$ cat src/rtl/hcbd_pkg.sv
// hcbd_pkg: shared types and codes for the http chunked body decoder
// no dependencies; used by the channel interfaces and the top level

package hcbd_pkg;

   localparam int unsigned BYTE_W   = 8;
   localparam int unsigned MODE_W   = 2;
   localparam int unsigned LENGTH_W = 31;

   typedef logic [BYTE_W-1:0]   byte_type;
   typedef logic [MODE_W-1:0]   mode_type;
   typedef logic [LENGTH_W-1:0] length_type;

   // configuration register indexes
   typedef enum logic [0:0] {
      CSR_BODY_MODE   = 1'b0,
      CSR_BODY_LENGTH = 1'b1
   } csr_index_type;

   // body framing modes (code 3 behaves as close mode)
   localparam mode_type MODE_CLOSE   = 2'd0;
   localparam mode_type MODE_LENGTH  = 2'd1;
   localparam mode_type MODE_CHUNKED = 2'd2;

   localparam byte_type CHAR_CR    = 8'h0D;
   localparam byte_type CHAR_LF    = 8'h0A;
   localparam byte_type CHAR_SPACE = 8'h20;
   localparam byte_type CHAR_TAB   = 8'h09;

endpackage

$ cat src/rtl/hcbd_ifs.sv
// valid/ready channel interfaces for the http chunked body decoder
// depends on hcbd_pkg

interface hcbd_req_if;
   logic              valid;
   logic              ready;
   hcbd_pkg::byte_type in_byte;
   logic              start_of_body;
   logic              end_of_read;

   modport source (output valid, output in_byte, output start_of_body,
                   output end_of_read, input ready);
   modport sink   (input valid, input in_byte, input start_of_body,
                   input end_of_read, output ready);
endinterface

interface hcbd_rsp_if;
   logic              valid;
   logic              ready;
   hcbd_pkg::byte_type data_byte;
   logic              data_valid;
   logic              body_done;

   modport source (output valid, output data_byte, output data_valid,
                   output body_done, input ready);
   modport sink   (input valid, input data_byte, input data_valid,
                   input body_done, output ready);
endinterface

interface hcbd_csr_if;
   logic                     valid;
   logic                     ready;
   hcbd_pkg::csr_index_type  index;
   hcbd_pkg::length_type     data;

   modport source (output valid, output index, output data, input ready);
   modport sink   (input valid, input index, input data, output ready);
endinterface

$ cat src/rtl/http_chunked_body_decoder.sv
// http_chunked_body_decoder: one body byte in, one result out per transfer
// latency: result is valid the cycle after the input transfer
// throughput: one byte per cycle; the single result register stalls the input
//   only while it holds a result that the sink does not take
// reset (synchronous, active high) clears the decoder state, the result valid
//   flag and both configuration registers
// depends on hcbd_pkg and hcbd_ifs

module http_chunked_body_decoder #(
   parameter int unsigned SIZE_BITS = 31
) (
   input  logic       clock,
   input  logic       reset,
   hcbd_req_if.sink   req_if,
   hcbd_rsp_if.source rsp_if,
   hcbd_csr_if.sink   csr_if
);
   import hcbd_pkg::*;

   localparam int unsigned ACC_W  = SIZE_BITS + 1;
   localparam int unsigned WIDE_W = SIZE_BITS + 5;
   localparam logic [ACC_W-1:0] ACC_SAT = {1'b1, {SIZE_BITS{1'b0}}};

   typedef enum logic [1:0] {
      PH_LINE,
      PH_DATA,
      PH_TRAIL1,
      PH_TRAIL2
   } phase_type;

   // configuration
   mode_type   body_mode_ff;
   length_type body_length_ff;

   // decoder state
   phase_type              phase_ff,         phase_in;
   logic [SIZE_BITS-1:0]   remaining_ff,     remaining_in;
   logic [ACC_W-1:0]       acc_ff,           acc_in;
   logic                   digit_seen_ff,    digit_seen_in;
   logic                   parse_stopped_ff, parse_stopped_in;
   logic                   last_was_cr_ff,   last_was_cr_in;
   length_type             counted_ff,       counted_in;
   logic                   finished_ff,      finished_in;

   // result register
   logic     rsp_valid_ff;
   byte_type rsp_byte_ff,  rsp_byte_in;
   logic     rsp_dvalid_ff, rsp_dvalid_in;
   logic     rsp_done_ff;

   // state after an optional start_of_body clear
   phase_type            cur_phase;
   logic [SIZE_BITS-1:0] cur_remaining;
   logic [ACC_W-1:0]     cur_acc;
   logic                 cur_digit, cur_stopped, cur_cr, cur_finished;
   length_type           cur_counted;

   logic     accept;
   byte_type b;

   function automatic logic is_hex(input byte_type c);
      return (c >= "0" && c <= "9") || (c >= "a" && c <= "f") || (c >= "A" && c <= "F");
   endfunction

   function automatic logic [3:0] hex_val(input byte_type c);
      logic [3:0] v;
      v = 4'd0;
      if (c >= "0" && c <= "9")      v = 4'(c - "0");
      else if (c >= "a" && c <= "f") v = 4'(c - "a" + 8'd10);
      else if (c >= "A" && c <= "F") v = 4'(c - "A" + 8'd10);
      return v;
   endfunction

   function automatic logic is_blank(input byte_type c);
      return (c == CHAR_SPACE) || (c >= CHAR_TAB && c <= CHAR_CR);
   endfunction

   assign accept        = req_if.valid && req_if.ready;
   assign req_if.ready  = !rsp_valid_ff || rsp_if.ready;
   assign csr_if.ready  = 1'b1;
   assign b             = req_if.in_byte;

   assign rsp_if.valid      = rsp_valid_ff;
   assign rsp_if.data_byte  = rsp_byte_ff;
   assign rsp_if.data_valid = rsp_dvalid_ff;
   assign rsp_if.body_done  = rsp_done_ff;

   always_comb begin
      if (req_if.start_of_body) begin
         cur_phase     = PH_LINE;
         cur_remaining = '0;
         cur_acc       = '0;
         cur_digit     = 1'b0;
         cur_stopped   = 1'b0;
         cur_cr        = 1'b0;
         cur_counted   = '0;
         cur_finished  = 1'b0;
      end else begin
         cur_phase     = phase_ff;
         cur_remaining = remaining_ff;
         cur_acc       = acc_ff;
         cur_digit     = digit_seen_ff;
         cur_stopped   = parse_stopped_ff;
         cur_cr        = last_was_cr_ff;
         cur_counted   = counted_ff;
         cur_finished  = finished_ff;
      end
   end

   always_comb begin
      logic [WIDE_W-1:0] acc_wide;
      logic              consumed;
      phase_in         = cur_phase;
      remaining_in     = cur_remaining;
      acc_in           = cur_acc;
      digit_seen_in    = cur_digit;
      parse_stopped_in = cur_stopped;
      last_was_cr_in   = cur_cr;
      counted_in       = cur_counted;
      finished_in      = cur_finished;
      rsp_dvalid_in    = 1'b0;
      acc_wide         = '0;
      consumed         = 1'b0;

      if (!cur_finished) begin
         case (body_mode_ff)
            MODE_CHUNKED: begin
               case (cur_phase)
                  PH_DATA: begin
                     rsp_dvalid_in = 1'b1;
                     if (cur_remaining != '0)
                        remaining_in = cur_remaining - SIZE_BITS'(1);
                     if (remaining_in == '0)
                        phase_in = PH_TRAIL1;
                  end
                  PH_TRAIL1: begin
                     phase_in = PH_TRAIL2;
                  end
                  PH_TRAIL2: begin
                     phase_in         = PH_LINE;
                     acc_in           = '0;
                     digit_seen_in    = 1'b0;
                     parse_stopped_in = 1'b0;
                     last_was_cr_in   = 1'b0;
                  end
                  default: begin
                     phase_in = PH_LINE;
                     if (cur_cr) begin
                        last_was_cr_in = 1'b0;
                        if (b == CHAR_LF) begin
                           // crlf closes the size line
                           consumed = 1'b1;
                           if (cur_digit && !cur_acc[SIZE_BITS]) begin
                              if (cur_acc == '0) begin
                                 finished_in = 1'b1;
                              end else begin
                                 remaining_in = cur_acc[SIZE_BITS-1:0];
                                 phase_in     = PH_DATA;
                              end
                           end
                           acc_in           = '0;
                           digit_seen_in    = 1'b0;
                           parse_stopped_in = 1'b0;
                        end else if (cur_digit) begin
                           // lone cr after a digit ends the number
                           parse_stopped_in = 1'b1;
                        end
                     end
                     if (!consumed) begin
                        if (b == CHAR_CR) begin
                           last_was_cr_in = 1'b1;
                        end else if (!parse_stopped_in) begin
                           if (is_hex(b)) begin
                              acc_wide = {cur_acc, 4'b0000} | WIDE_W'(hex_val(b));
                              if (|acc_wide[WIDE_W-1:SIZE_BITS])
                                 acc_in = ACC_SAT;
                              else
                                 acc_in = acc_wide[ACC_W-1:0];
                              digit_seen_in = 1'b1;
                           end else if (!(!digit_seen_in && is_blank(b))) begin
                              parse_stopped_in = 1'b1;
                           end
                        end
                     end
                  end
               endcase
            end
            MODE_LENGTH: begin
               if (cur_counted >= body_length_ff) begin
                  finished_in = 1'b1;
               end else begin
                  // count stays below body_length, so no wrap
                  rsp_dvalid_in = 1'b1;
                  counted_in    = cur_counted + LENGTH_W'(1);
                  if (counted_in >= body_length_ff)
                     finished_in = 1'b1;
               end
            end
            default: begin
               rsp_dvalid_in = 1'b1;
            end
         endcase
      end

      rsp_byte_in = rsp_dvalid_in ? b : '0;
   end

   always_ff @(posedge clock) begin
      if (reset) begin
         body_mode_ff     <= MODE_CLOSE;
         body_length_ff   <= '0;
         phase_ff         <= PH_LINE;
         remaining_ff     <= '0;
         acc_ff           <= '0;
         digit_seen_ff    <= 1'b0;
         parse_stopped_ff <= 1'b0;
         last_was_cr_ff   <= 1'b0;
         counted_ff       <= '0;
         finished_ff      <= 1'b0;
         rsp_valid_ff     <= 1'b0;
      end else begin
         if (csr_if.valid) begin
            case (csr_if.index)
               CSR_BODY_MODE:   body_mode_ff   <= csr_if.data[MODE_W-1:0];
               CSR_BODY_LENGTH: body_length_ff <= csr_if.data;
               default:         body_mode_ff   <= body_mode_ff;
            endcase
         end
         if (accept) begin
            phase_ff         <= phase_in;
            remaining_ff     <= remaining_in;
            acc_ff           <= acc_in;
            digit_seen_ff    <= digit_seen_in;
            parse_stopped_ff <= parse_stopped_in;
            last_was_cr_ff   <= last_was_cr_in;
            counted_ff       <= counted_in;
            finished_ff      <= finished_in;
            rsp_valid_ff     <= 1'b1;
         end else if (rsp_if.ready) begin
            rsp_valid_ff <= 1'b0;
         end
      end
   end

   // result payload, no reset needed
   always_ff @(posedge clock) begin
      if (accept) begin
         rsp_byte_ff   <= rsp_byte_in;
         rsp_dvalid_ff <= rsp_dvalid_in;
         rsp_done_ff   <= finished_in;
      end
   end

   a_data_has_bytes: assert property (@(posedge clock) disable iff (reset)
      phase_ff == PH_DATA |-> remaining_ff != '0)
      else $error("data phase with empty chunk count");

   a_finished_drops: assert property (@(posedge clock) disable iff (reset)
      accept && finished_ff && !req_if.start_of_body
      |=> rsp_valid_ff && !rsp_dvalid_ff && rsp_done_ff)
      else $error("byte passed after body finished");

   a_close_passes: assert property (@(posedge clock) disable iff (reset)
      accept && req_if.start_of_body
         && body_mode_ff != MODE_LENGTH && body_mode_ff != MODE_CHUNKED
      |=> rsp_dvalid_ff && !rsp_done_ff)
      else $error("close mode did not pass first byte");

   a_full_stalls: assert property (@(posedge clock) disable iff (reset)
      rsp_valid_ff && !rsp_if.ready |-> !req_if.ready)
      else $error("input taken while result register is held");

endmodule
$ cat src/flat_wrapper.sv
// flat-port wrapper written by rule: the top's interface ports become plain ports
module http_chunked_body_decoder_flat import hcbd_pkg::*;
#(
   parameter int unsigned SIZE_BITS = 31
)
  (clock, reset, req_if_valid, req_if_in_byte, req_if_start_of_body, req_if_end_of_read, req_if_ready, rsp_if_valid, rsp_if_data_byte, rsp_if_data_valid, rsp_if_body_done, rsp_if_ready, csr_if_valid, csr_if_index, csr_if_data, csr_if_ready);
  hcbd_req_if req_if_i ();
  hcbd_rsp_if rsp_if_i ();
  hcbd_csr_if csr_if_i ();
  input  logic clock;
  input  logic reset;
  input wire logic [$bits(req_if_i.valid)-1:0] req_if_valid;
  input wire logic [$bits(req_if_i.in_byte)-1:0] req_if_in_byte;
  input wire logic [$bits(req_if_i.start_of_body)-1:0] req_if_start_of_body;
  input wire logic [$bits(req_if_i.end_of_read)-1:0] req_if_end_of_read;
  output wire logic [$bits(req_if_i.ready)-1:0] req_if_ready;
  output wire logic [$bits(rsp_if_i.valid)-1:0] rsp_if_valid;
  output wire logic [$bits(rsp_if_i.data_byte)-1:0] rsp_if_data_byte;
  output wire logic [$bits(rsp_if_i.data_valid)-1:0] rsp_if_data_valid;
  output wire logic [$bits(rsp_if_i.body_done)-1:0] rsp_if_body_done;
  input wire logic [$bits(rsp_if_i.ready)-1:0] rsp_if_ready;
  input wire logic [$bits(csr_if_i.valid)-1:0] csr_if_valid;
  input wire logic [$bits(csr_if_i.index)-1:0] csr_if_index;
  input wire logic [$bits(csr_if_i.data)-1:0] csr_if_data;
  output wire logic [$bits(csr_if_i.ready)-1:0] csr_if_ready;
  assign req_if_i.valid = req_if_valid;
  assign req_if_i.in_byte = req_if_in_byte;
  assign req_if_i.start_of_body = req_if_start_of_body;
  assign req_if_i.end_of_read = req_if_end_of_read;
  assign req_if_ready = req_if_i.ready;
  assign rsp_if_valid = rsp_if_i.valid;
  assign rsp_if_data_byte = rsp_if_i.data_byte;
  assign rsp_if_data_valid = rsp_if_i.data_valid;
  assign rsp_if_body_done = rsp_if_i.body_done;
  assign rsp_if_i.ready = rsp_if_ready;
  assign csr_if_i.valid = csr_if_valid;
  assign csr_if_i.index = csr_if_index;
  assign csr_if_i.data = csr_if_data;
  assign csr_if_ready = csr_if_i.ready;
  http_chunked_body_decoder #(.SIZE_BITS(SIZE_BITS)) u_core (.clock(clock), .reset(reset), .req_if(req_if_i), .rsp_if(rsp_if_i), .csr_if(csr_if_i));
endmodule
$ cat config.mk
export PLATFORM = sky130hd
export DESIGN_NAME = http_chunked_body_decoder_flat
export DESIGN_NICKNAME = d
export VERILOG_FILES = /design/src/rtl/hcbd_pkg.sv /design/src/rtl/hcbd_ifs.sv /design/src/rtl/http_chunked_body_decoder.sv /design/src/flat_wrapper.sv
export SDC_FILE = /design/constraint.sdc
export NUM_CORES = 1
export LEC_CHECK = 0
export BUFFER_PORTS_ARGS = -buffer_cell sky130_fd_sc_hd__buf_2
export CORE_MARGIN = 2
export CORE_UTILIZATION = 33
export DETAILED_ROUTE_END_ITERATION = 8
export SLEW_MARGIN = 20
export SYNTH_ARGS = -nofsm -noshare
export SYNTH_HDL_FRONTEND = slang
export SYNTH_SLANG_ARGS = --single-unit
$ cat constraint.sdc
create_clock -name clock -period 9.4 [get_ports clock]
set_clock_uncertainty 0.2 [all_clocks]
set_input_delay 0.47 -clock clock [delete_from_list [all_inputs] [get_ports clock]]
set_output_delay 0.47 -clock clock [all_outputs]
set_load 0.02 [all_outputs]
* Word-level counts from Yosys, hierarchy flattened
Cells that the tools add are included.
Storage, ports and cells: register bits 144, input port bits 47, output and inout port bits 13, logic and storage cells 166
Operators by class: add/subtract/negate cells 7, order comparisons 10, equality and inequality tests 8, multiplexer cells 101, bitwise logic cells 2, reductions and logical operators 24
Operator list (count):
- $mux W31 | 15
- $mux W32 | 10
- $pmux W32 S2 | 1
- $ge A31 B31 Y1 | 2
- $pmux W31 S2 | 1
- $mux W1 | 51
- $mux W4 | 10
- $or A36 B4 Y36 | 1
- $logic_not A32 Y1 | 1
- $add A31 B1 Y31 const B | 1
- $logic_not A31 Y1 | 1
- $reduce_bool A31 Y1 | 1
- $sub A31 B1 Y31 const B | 1
- $eq A8 B4 Y1 const B | 2
- $ge A8 B7 Y1 const B | 2
- $le A8 B7 Y1 const B | 2
- $mux W2 | 7
- $sub A4 B1 Y4 const B | 3
- $pmux W1 S2 | 5
- $add A4 B4 Y4 const B | 2
- $eq A8 B6 Y1 const B | 1
- $ge A8 B4 Y1 const B | 1
- $ge A8 B6 Y1 const B | 1
- $le A8 B4 Y1 const B | 1
- other kinds (13) | 29

* Logic depth before layout (Yosys ltp)
Gate-level depths: netlist of run 1.
depth after elaboration 23, gate-level depth with buffers 18

* Worst setup path after synthesis of run 1
No wires, ideal clock.
kind input-to-reg, start point input req_if_start_of_body, end point register u_core.rsp_byte_ff[2] (netlist: u_core.rsp_if.data_byte[2]), data pin, data arrival time 4.065 ns, path slack 4.845 ns, stages on the path 16, buffers on the path 6, cells stage by stage buf_2 > buf_4 > buf_4 > clkbuf_1 > clkbuf_1 > clkbuf_1 > nor2b_1 > ha_1 > nand4_1 > or2_2 > nor4_1 > o31a_1 > o21ai_0 > and3_1 > a221oi_1 > nor3b_1
Between the ends: word-level cells in the longest chain between the ends 5, elaborated cells between the ends (all ways) 9, those cells by class 1 x order compare; 1 x eq/ne; 7 x mux
RTL lines:
- from (decl) | RTL line flat_wrapper.sv:14 | input wire logic [$bits(req_if_i.start_of_body)-1:0] req_if_start_of_body;
- $mux W31 / $mux W2 (equally long branches) | RTL line http_chunked_body_decoder.sv:89 | if (req_if.start_of_body) begin
- $ge A31 B31 Y1 / $eq A2 B1 Y1 (equally long branches) | RTL line http_chunked_body_decoder.sv:189, http_chunked_body_decoder.sv:128
- $mux W1 (on tied branches) | RTL line http_chunked_body_decoder.sv:189, http_chunked_body_decoder.sv:128
- $pmux W1 S2 | RTL line http_chunked_body_decoder.sv:126 | case (body_mode_ff)
- $mux W1 * | RTL line http_chunked_body_decoder.sv:125 | if (!cur_finished) begin
- to (signal assigned) | RTL line http_chunked_body_decoder.sv:248 | rsp_byte_ff <= rsp_byte_in;
- to (decl) | RTL line http_chunked_body_decoder.sv:47 | byte_type rsp_byte_ff, rsp_byte_in;
Every way passes the cells marked *; elsewhere a longest branch is shown, timed or not. A chain may end at the register's enable or synchronous reset.

* Final worst setup path of run 1
start point register u_core.counted_ff[0], end point register u_core.rsp_done_ff (netlist: u_core.rsp_if.body_done), data pin
Between the ends: word-level cells in the longest chain between the ends 7, elaborated cells between the ends (all ways) 8, those cells by class 1 x add/sub; 2 x order compare; 5 x mux
RTL lines:
- from (decl) | RTL line http_chunked_body_decoder.sv:42 | length_type counted_ff, counted_in;
- from (signal assigned) | RTL line http_chunked_body_decoder.sv:236 | counted_ff <= counted_in;
- $mux W31 * | RTL line http_chunked_body_decoder.sv:89
- $add A31 B1 Y31 | RTL line http_chunked_body_decoder.sv:194 | counted_in = cur_counted + LENGTH_W'(1);
- $ge A31 B31 Y1 | RTL line http_chunked_body_decoder.sv:195 | if (counted_in >= body_length_ff)
- $mux W1 | RTL line http_chunked_body_decoder.sv:195
- $mux W1 * | RTL line http_chunked_body_decoder.sv:189 | if (cur_counted >= body_length_ff) begin
- $pmux W1 S2 * | RTL line http_chunked_body_decoder.sv:126
- $mux W1 * | RTL line http_chunked_body_decoder.sv:125
- net u_core.finished_in | RTL line http_chunked_body_decoder.sv:43 | logic finished_ff, finished_in;
- to (signal assigned) | RTL line http_chunked_body_decoder.sv:250 | rsp_done_ff <= finished_in;
- to (decl) | RTL line http_chunked_body_decoder.sv:49 | logic rsp_done_ff;
Mark *: on every way through the listed nets, which the timed path passes. The rest lies on a longest branch.

==> results of run 1 <==
==> per-stage QoR <==
step                instances  power, mW
floorplan                1485      0.857
global placement         1907      0.941
detailed placement       1907      0.943
CTS                      1939       1.69
global route             1940       1.75
finish                   1941       1.69
==> area by class of cell <==
type / count / area [um^2] / share of cell area
clock buffer: 22 / 485 / 0.0394
clock inverter: 10 / 151 / 0.0123
antenna: 2 / 5.00 / 0.000406
sequential: 144 / 2980 / 0.242
tap: 448 / 561 / 0.0455
multi-input combinational: 1179 / 7460 / 0.606
inverter: 57 / 214 / 0.0174
timing repair buffer: 79 / 455 / 0.0370
==> kinds of logic (layout without fill, tap and decap cells) <==
family,count (synthesis),after routing
AOI/OAI and AO/OA,452,452
adders and majority gates,73,73
buffers and inverters,162,168
muxes,24,24
DFF,144,144
xor gates and xnor gates,32,32
and+or+nand+nor,597,597
other,1,3
==> tightest hold or removal path, cell delays in order <==
cell	delay (ns)
buf_2	0.09
nand2_1	0.04
a21oi_1	0.05
==> sequential cells by signal, indices dropped and copies added (netlist names) <==
register and flops:
u_core.body_length_ff 31, u_core.body_mode_ff 2, u_core.digit_seen_ff 1, u_core.counted_ff 31
u_core.rsp_if.valid 1, u_core.rsp_if.body_done 1, u_core.acc_ff 32, u_core.remaining_ff 31
u_core.phase_ff 2, u_core.finished_ff 1, u_core.parse_stopped_ff 1, u_core.rsp_if.data_valid 1
u_core.last_was_cr_ff 1, u_core.rsp_if.data_byte 8
==> power groups by stage <==
stage | logic, mW | registers [mW] | clock network [mW]
finish | 0.295 | 0.642 | 0.753
CTS | 0.289 | 0.642 | 0.762
global route | 0.320 | 0.644 | 0.789
detailed placement | 0.287 | 0.656 | 0
global placement | 0.285 | 0.655 | 0
floorplan | 0.201 | 0.657 | 0
==> worst min-delay path by stage <==
stage,startpoint,to,slack [ns],depth (start not counted)
floorplan,u_core.body_length_ff[10],u_core.body_length_ff[10],0.24,2
global route,csr_if_data[12],u_core.body_length_ff[12],0.06,3
CTS,csr_if_data[22],u_core.body_length_ff[22],0.05,3
detailed placement,u_core.body_length_ff[18],u_core.body_length_ff[18],0.25,2
global placement,u_core.body_length_ff[30],u_core.body_length_ff[30],0.24,2
finish,csr_if_data[22],u_core.body_length_ff[22],0.06,3
==> per-layer routing <==
layer	track usage	up-vias
met5	0	-
met4	0.0906	2
met2	0.312	524
met1	0.288	5343
met3	0.0542	92
li1	-	5459
==> synthesized netlist by cell type (all sizes together) (9+ instances only) <==
cell	instances
nand2	192
a21oi	144
dfxtp	134
nor2	115
clkbuf	84
o21ai	77
ha	72
nand3	59
inv	56
nor3	39
nor2b	38
a21o	35
nand4	31
nor4	27
a22oi	23
buf	21
mux2i	20
a221oi	19
and2	19
and3	19
xnor2	19
a31oi	16
a211oi	13
o211ai	13
xor2	13
o22ai	12
and4	11
nand2b	11
a211o	10
edfxtp	10
a31o	9
a41oi	9
or3	9
==> key figures, run 1 <==
Pwr
  • Pwr dens: 137 nW/um^2
  • Maximum vdd drop: 120 uV
  • Switch share: 0.301
  • Design internal power: 1.18 mW
  • Flop pwr share: 0.380
  • Clock power frac: 0.445
  • Leakage: 4.87 nW
  • Sw power: 0.509 mW
  • Combinational share of power: 0.175

Clocking
  • CTS Root Cell: clkbuf_16
  • Clock Latency Late Sink: 0.45 ns
  • Clk buf depth: 2
  • Setup repair bufs after CTS: 0
  • Sink Count: 144
  • Worst-path clk slew: 0.07 ns
  • H-tree level count: 4
  • TritonCTS Buffers: 17
  • CTS tree: done
  • Post-CTS Resized: 0
  • Quantity of hold-fixing buffers added after cts: 0

Drt
  • Total iterations of the first detailed-routing run: 6
  • Drc violations: 0
  • Max Used Layer: met5
  • Drt initial violations: 1222
  • Final WL: 37.4 mm
  • Antenna-violating nets left: 0
  • Vias: 11400
  • Via/cell ratio: 5.88
  • Met2 wire len: 15.7 mm
  • Routed wl met3: 3.55 mm
  • WL/cell: 19.3 um
  • WL met1: 16.8 mm

Synthesis
  • EDFF count, synth: 10
  • XOR/XNOR share of the synthesized area: 0.0252
  • Syn Nets: 1604
  • Mux share of post-synthesis cell area: 0.0221
  • Sequential area share after synthesis: 0.269
  • Area leader, netlist: dfxtp_1
  • Count of unique library cells instantiated by Yosys: 88
  • Syn Inst Count: 1485
  • Synth Flop Type: dfxtp_1
  • Ys async rst share: 0
  • Area contributors post-synth: dfxtp_1 (24%), ha_1 (8.1%), a21oi_1 (6.5%)
  • Compound-gate portion of the synthesized area: 0.272
  • Adder-cell share of the synthesized area: 0.0820
  • Seq cells post-synth: 144
  • Post-Synth Simple-Gate Area: 0.269
  • Synth top area share: 0.242
  • Synth Warn #: 0
  • Syn_area_per_cell: 7.48 um^2
  • Mapped Area: 11100 um^2
  • Main combinational cell family by area after synthesis: compound AO/OA/AOI/OAI gates

Setup path
  • Max stage delay on crit path: 0.71 ns
  • Worst Path Max Fanout: 9
  • Slowest-stage cell, CP: or4_1
  • CP cell instances: nand2_1, or4_1, nor4_4, nand4_2, or3_1, a21oi_1, ha_1, and3_1, a221o_1, a221oi_1, nand3_1, o41ai_1, nand2_1
  • Crit-path leading delay family: simple AND/OR/NAND/NOR gates
  • Crit path buf inv count: 0
  • CP most frequent cell: nand2_1
  • Crit path launch type: flop
  • WP depth: 13
  • RR Endpoint: u_core.rsp_if.body_done
  • CP required: 9.38 ns
  • Critical Path End Type: flop
  • Reg2reg path depth: 13
  • Arr. time, crit path: 5.10 ns
  • Crit path launch: u_core.counted_ff[0]
  • Critical path class: reg -> reg
  • Setup crit end: u_core.rsp_if.body_done
  • Reg-to-Reg Start: u_core.counted_ff[0]
  • R2R setup slack: 4.28 ns

Floorplan
  • Chip height: 187 um
  • DIE WIDTH: 187 um
  • Core area: 33400 um^2
  • Total I/O pin count: 60
  • # rows: 67
  • Starting density of the core: 0.333
  • Die ar.: 35100 um^2

Global route
  • Global-route wire length before repair: 59.2 mm
  • GRT Util Overall: 0.211
  • Initial antenna violation count: 3
  • Largest net degree at the start of global routing: 67
  • Vias in the first global route: 10600
  • Congestion Overflow GR: 0

Placement
  • DP Worst Slack: 4.02 ns
  • GP Congestion: 0.970
  • Port bufs: 57
  • Post-DP HPWL: 25.9 mm
  • Placed Instance Area: 11700 um^2

Timing
  • Min cycle time layout: 5.12 ns
  • Setup ws final: 4.28 ns
  • RSZ-0062 raised after global routing: no
  • Final setup vio count: 0
  • Fin Setup TNS: 0 ns
  • Final period util: 0.544
  • Fin. max-slew vios: 0
  • Relative slew slack: 0.288
  • FMAX: 195 MHz
  • Final hold viol count: 0
  • Least-Margin Pin Slew: 1.07 ns
  • Hold_ws: 0.0602 ns

Status
  • Status: finished clean

Finish
  • Fill cells: 3526
  • Most common cell after layout, fill and taps aside: nand2_1
  • Finished Cell Area: 12300 um^2
  • Commonest cells after routing, fill and taps aside: nand2_1 (191), a21oi_1 (144), dfxtp_1 (134)
  • Layout Utilization: 0.369
  • Area growth, synth to finish: 10.9%
  • Total Nets Final: 1597
  • Layout cell share with drive strength beyond 1: 0.101

Hold path
  • Hold Path Class: in -> reg

Flow run
  • Max Cap Viol: 0
Power figures use the tool's default switching activity.
==> inputs of run 2 (changes only) <==
==> constraint.sdc (replaced) <==
create_clock -name clock -period 5.2 [get_ports clock]
set_clock_uncertainty 0.2 [all_clocks]
set_input_delay 0.26 -clock clock [delete_from_list [all_inputs] [get_ports clock]]
set_output_delay 0.26 -clock clock [all_outputs]
set_load 0.02 [all_outputs]
==> run 2 against run 1 <==
Clock-buffer cell count is 3 lower. Register-to-register slack worse by 4.0 ns. Total power is 76% higher. Worst setup slack worse by 4.0 ns. Critical path depth is 1 higher. Critical endpoint unchanged. Largest power group unchanged. Highest routed layer is now met4.
==> key figures, run 2 (synthesis results as in run 1) <==
Status
  • Status: finished clean (unchanged)

Floorplan
  • Total I/O pin count: 60 (unchanged)
  • Starting density of the core: 0.333 (unchanged)
  • DIE WIDTH: 187 um (unchanged)
  • Core area: 33400 um^2 (unchanged)
  • # rows: 67 (unchanged)
  • Die ar.: 35100 um^2 (unchanged)
  • Chip height: 187 um (unchanged)

Placement
  • DP Worst Slack: 0.276 ns (was 4.02 ns)
  • GP Congestion: 0.937 (was 0.970)
  • Post-DP HPWL: 27.0 mm (was 25.9 mm)
  • # placed instances: 1924 (was 1907)
  • Port bufs: 57 (unchanged)
  • Placed Instance Area: 11800 um^2 (was 11700 um^2)

Clocking
  • Clk buf depth: 2 (unchanged)
  • Worst-path clk slew: 0.07 ns (about the same)
  • Quantity of hold-fixing buffers added after cts: 34 (was 0)
  • CTS Root Cell: clkbuf_16 (unchanged)
  • Clock Latency Late Sink: 0.44 ns (was 0.45 ns)
  • Sink Count: 144 (unchanged)
  • H-tree level count: 4 (unchanged)
  • TritonCTS Buffers: 17 (unchanged)
  • Post-CTS Resized: 0 (unchanged)
  • Setup repair bufs after CTS: 0 (unchanged)
  • CTS tree: done (unchanged)

Finish
  • Most common cell after layout, fill and taps aside: nand2_1 (unchanged)
  • Sequential Area: 2980 um^2 (unchanged)
  • Fill cells: 3472 (was 3526)
  • Finished Cell Area: 12700 um^2 (was 12300 um^2)
  • Layout Utilization: 0.381 (was 0.369)
  • N_diodes: 0 (was 2)
  • Layout cell share with drive strength beyond 1: 0.110 (was 0.101)
  • Total Nets Final: 1648 (was 1597)
  • Multi-input logic area: 7460 um^2 (about the same)
  • Area growth, synth to finish: 14.6% (was 10.9%)
  • Commonest cells after routing, fill and taps aside: nand2_1 (191), a21oi_1 (144), dfxtp_1 (134) (unchanged)
  • Most flop-heavy register: u_core.acc_ff (unchanged)
  • Max FFs per register: 32 (unchanged)
  • Layout Cells excl Fill: 1990 (was 1941)

Drt
  • Via/cell ratio: 5.84 (was 5.88)
  • Drc violations: 0 (unchanged)
  • Drt initial violations: 1240 (was 1222)
  • WL/cell: 19.4 um (was 19.3 um)
  • Antenna-violating nets left: 0 (unchanged)
  • Total iterations of the first detailed-routing run: 8 (was 6)
  • Final WL: 38.7 mm (was 37.4 mm)
  • Vias: 11600 (was 11400)

Timing
  • FMAX: 204 MHz (was 195 MHz)
  • Fin Setup TNS: 0 ns (unchanged)
  • Relative slew slack: 0.241 (was 0.288)
  • Final period util: 0.944 (was 0.544)
  • Least-Margin Pin Slew: 1.14 ns (was 1.07 ns)
  • Final setup vio count: 0 (unchanged)
  • Fin. max-slew vios: 0 (unchanged)
  • Final hold viol count: 0 (unchanged)
  • RSZ-0062 raised after global routing: no (unchanged)
  • Hold_ws: 0.0198 ns (was 0.0602 ns)
  • Setup ws final: 0.291 ns (was 4.28 ns)
  • Min cycle time layout: 4.91 ns (was 5.12 ns)

Hold path
  • Hold Path Class: in -> reg (unchanged)

Flow run
  • Max Cap Viol: 0 (unchanged)

Global route
  • Global-route wire length before repair: 60.6 mm (was 59.2 mm)
  • GRT Util Overall: 0.216 (was 0.211)
  • Congestion Overflow GR: 0 (unchanged)
  • Vias in the first global route: 10600 (about the same)
  • Initial antenna violation count: 0 (was 3)
  • Largest net degree at the start of global routing: 100 (was 67)

Pwr
  • Overall Power: 2.97 mW (was 1.69 mW)
  • Pwr dens: 233 nW/um^2 (was 137 nW/um^2)
  • Leakage: 5.07 nW (was 4.87 nW)
  • Maximum vdd drop: 176 uV (was 120 uV)

Setup path
  • CP most frequent cell: nand2_1 (unchanged)
  • Crit path buf inv count: 1 (was 0)
  • Critical path class: reg -> reg (unchanged)
  • Critical Path End Type: flop (unchanged)
  • Worst Path Max Fanout: 8 (was 9)
  • Crit-path leading delay family: simple AND/OR/NAND/NOR gates (unchanged)
  • Crit path launch type: flop (unchanged)
  • Arr. time, crit path: 4.89 ns (was 5.10 ns)
  • CP cell instances: nand2_1, or4_1, buf_4, nor4_4, nand4_2, or3_1, a21oi_1, ha_1, and3_1, a221o_1, a221oi_1, nand3_1, o41ai_1, nand2_1 (was nand2_1, or4_1, nor4_4, nand4_2, or3_1, a21oi_1, ha_1, and3_1, a221o_1, a221oi_1, nand3_1, o41ai_1, nand2_1)
  • CP required: 5.18 ns (was 9.38 ns)
  • Max stage delay on crit path: 0.56 ns (was 0.71 ns)
  • Slowest-stage cell, CP: or4_1 (unchanged)
==> run 2: worst paths after layout <==
| check | endpoint | start | slack, ns | depth (start not counted) |
|---|---|---|---|---|
| hold reg to reg | u_core.body_length_ff[24] | u_core.body_length_ff[24] | 0.25 | 2 |
| hold / removal | u_core.body_mode_ff[1] | csr_if_index | 0.02 | 5 |
| setup / recovery | u_core.rsp_if.body_done | u_core.counted_ff[0] | 0.29 | 14 |
| setup reg to reg | u_core.rsp_if.body_done | u_core.counted_ff[0] | 0.29 | 14 |
==> run 2: worst reg2reg max path: cells and delay by family, from the launching register on <==
| kind | cells | cell delay, ns |
|---|---|---|
| and+or+nand+nor | 8 | 2.27 |
| DFF | 1 | 0.41 |
| buffers and inverters | 1 | 0.21 |
| adders and majority gates | 1 | 0.27 |
| AOI/OAI and AO/OA | 4 | 1.29 |
==> run 2: where the power goes <==
| group | internal (mW) | switching [mW] |
|---|---|---|
| logic | 0.202 | 0.369 |
| clock network | 0.680 | 0.554 |
| registers | 1.14 | 0.0195 |
==> run 2: layout make-up <==
cell class | count | area share
Multi-Input combinational cell | 1179 | 0.586
Sequential cell | 144 | 0.234
Timing Repair Buffer | 130 | 0.0736
Tap cell | 448 | 0.0441
Clock buffer | 19 | 0.0348
Inverter | 57 | 0.0168
Clock inverter | 13 | 0.0100
==> run 2: per-layer routing <==
layer / share of wire / vias to the layer above / wire length (um) / global-route usage
met3: 0.086 / 65 / 3350 / 0.0405
met1: 0.46 / 5498 / 17800 / 0.308
met5: 0 / - / 0 / 0
li1: - / 5554 / - / -
met4: 0.022 / 0 / 850 / 0.0690
met2: 0.43 / 504 / 16700 / 0.327
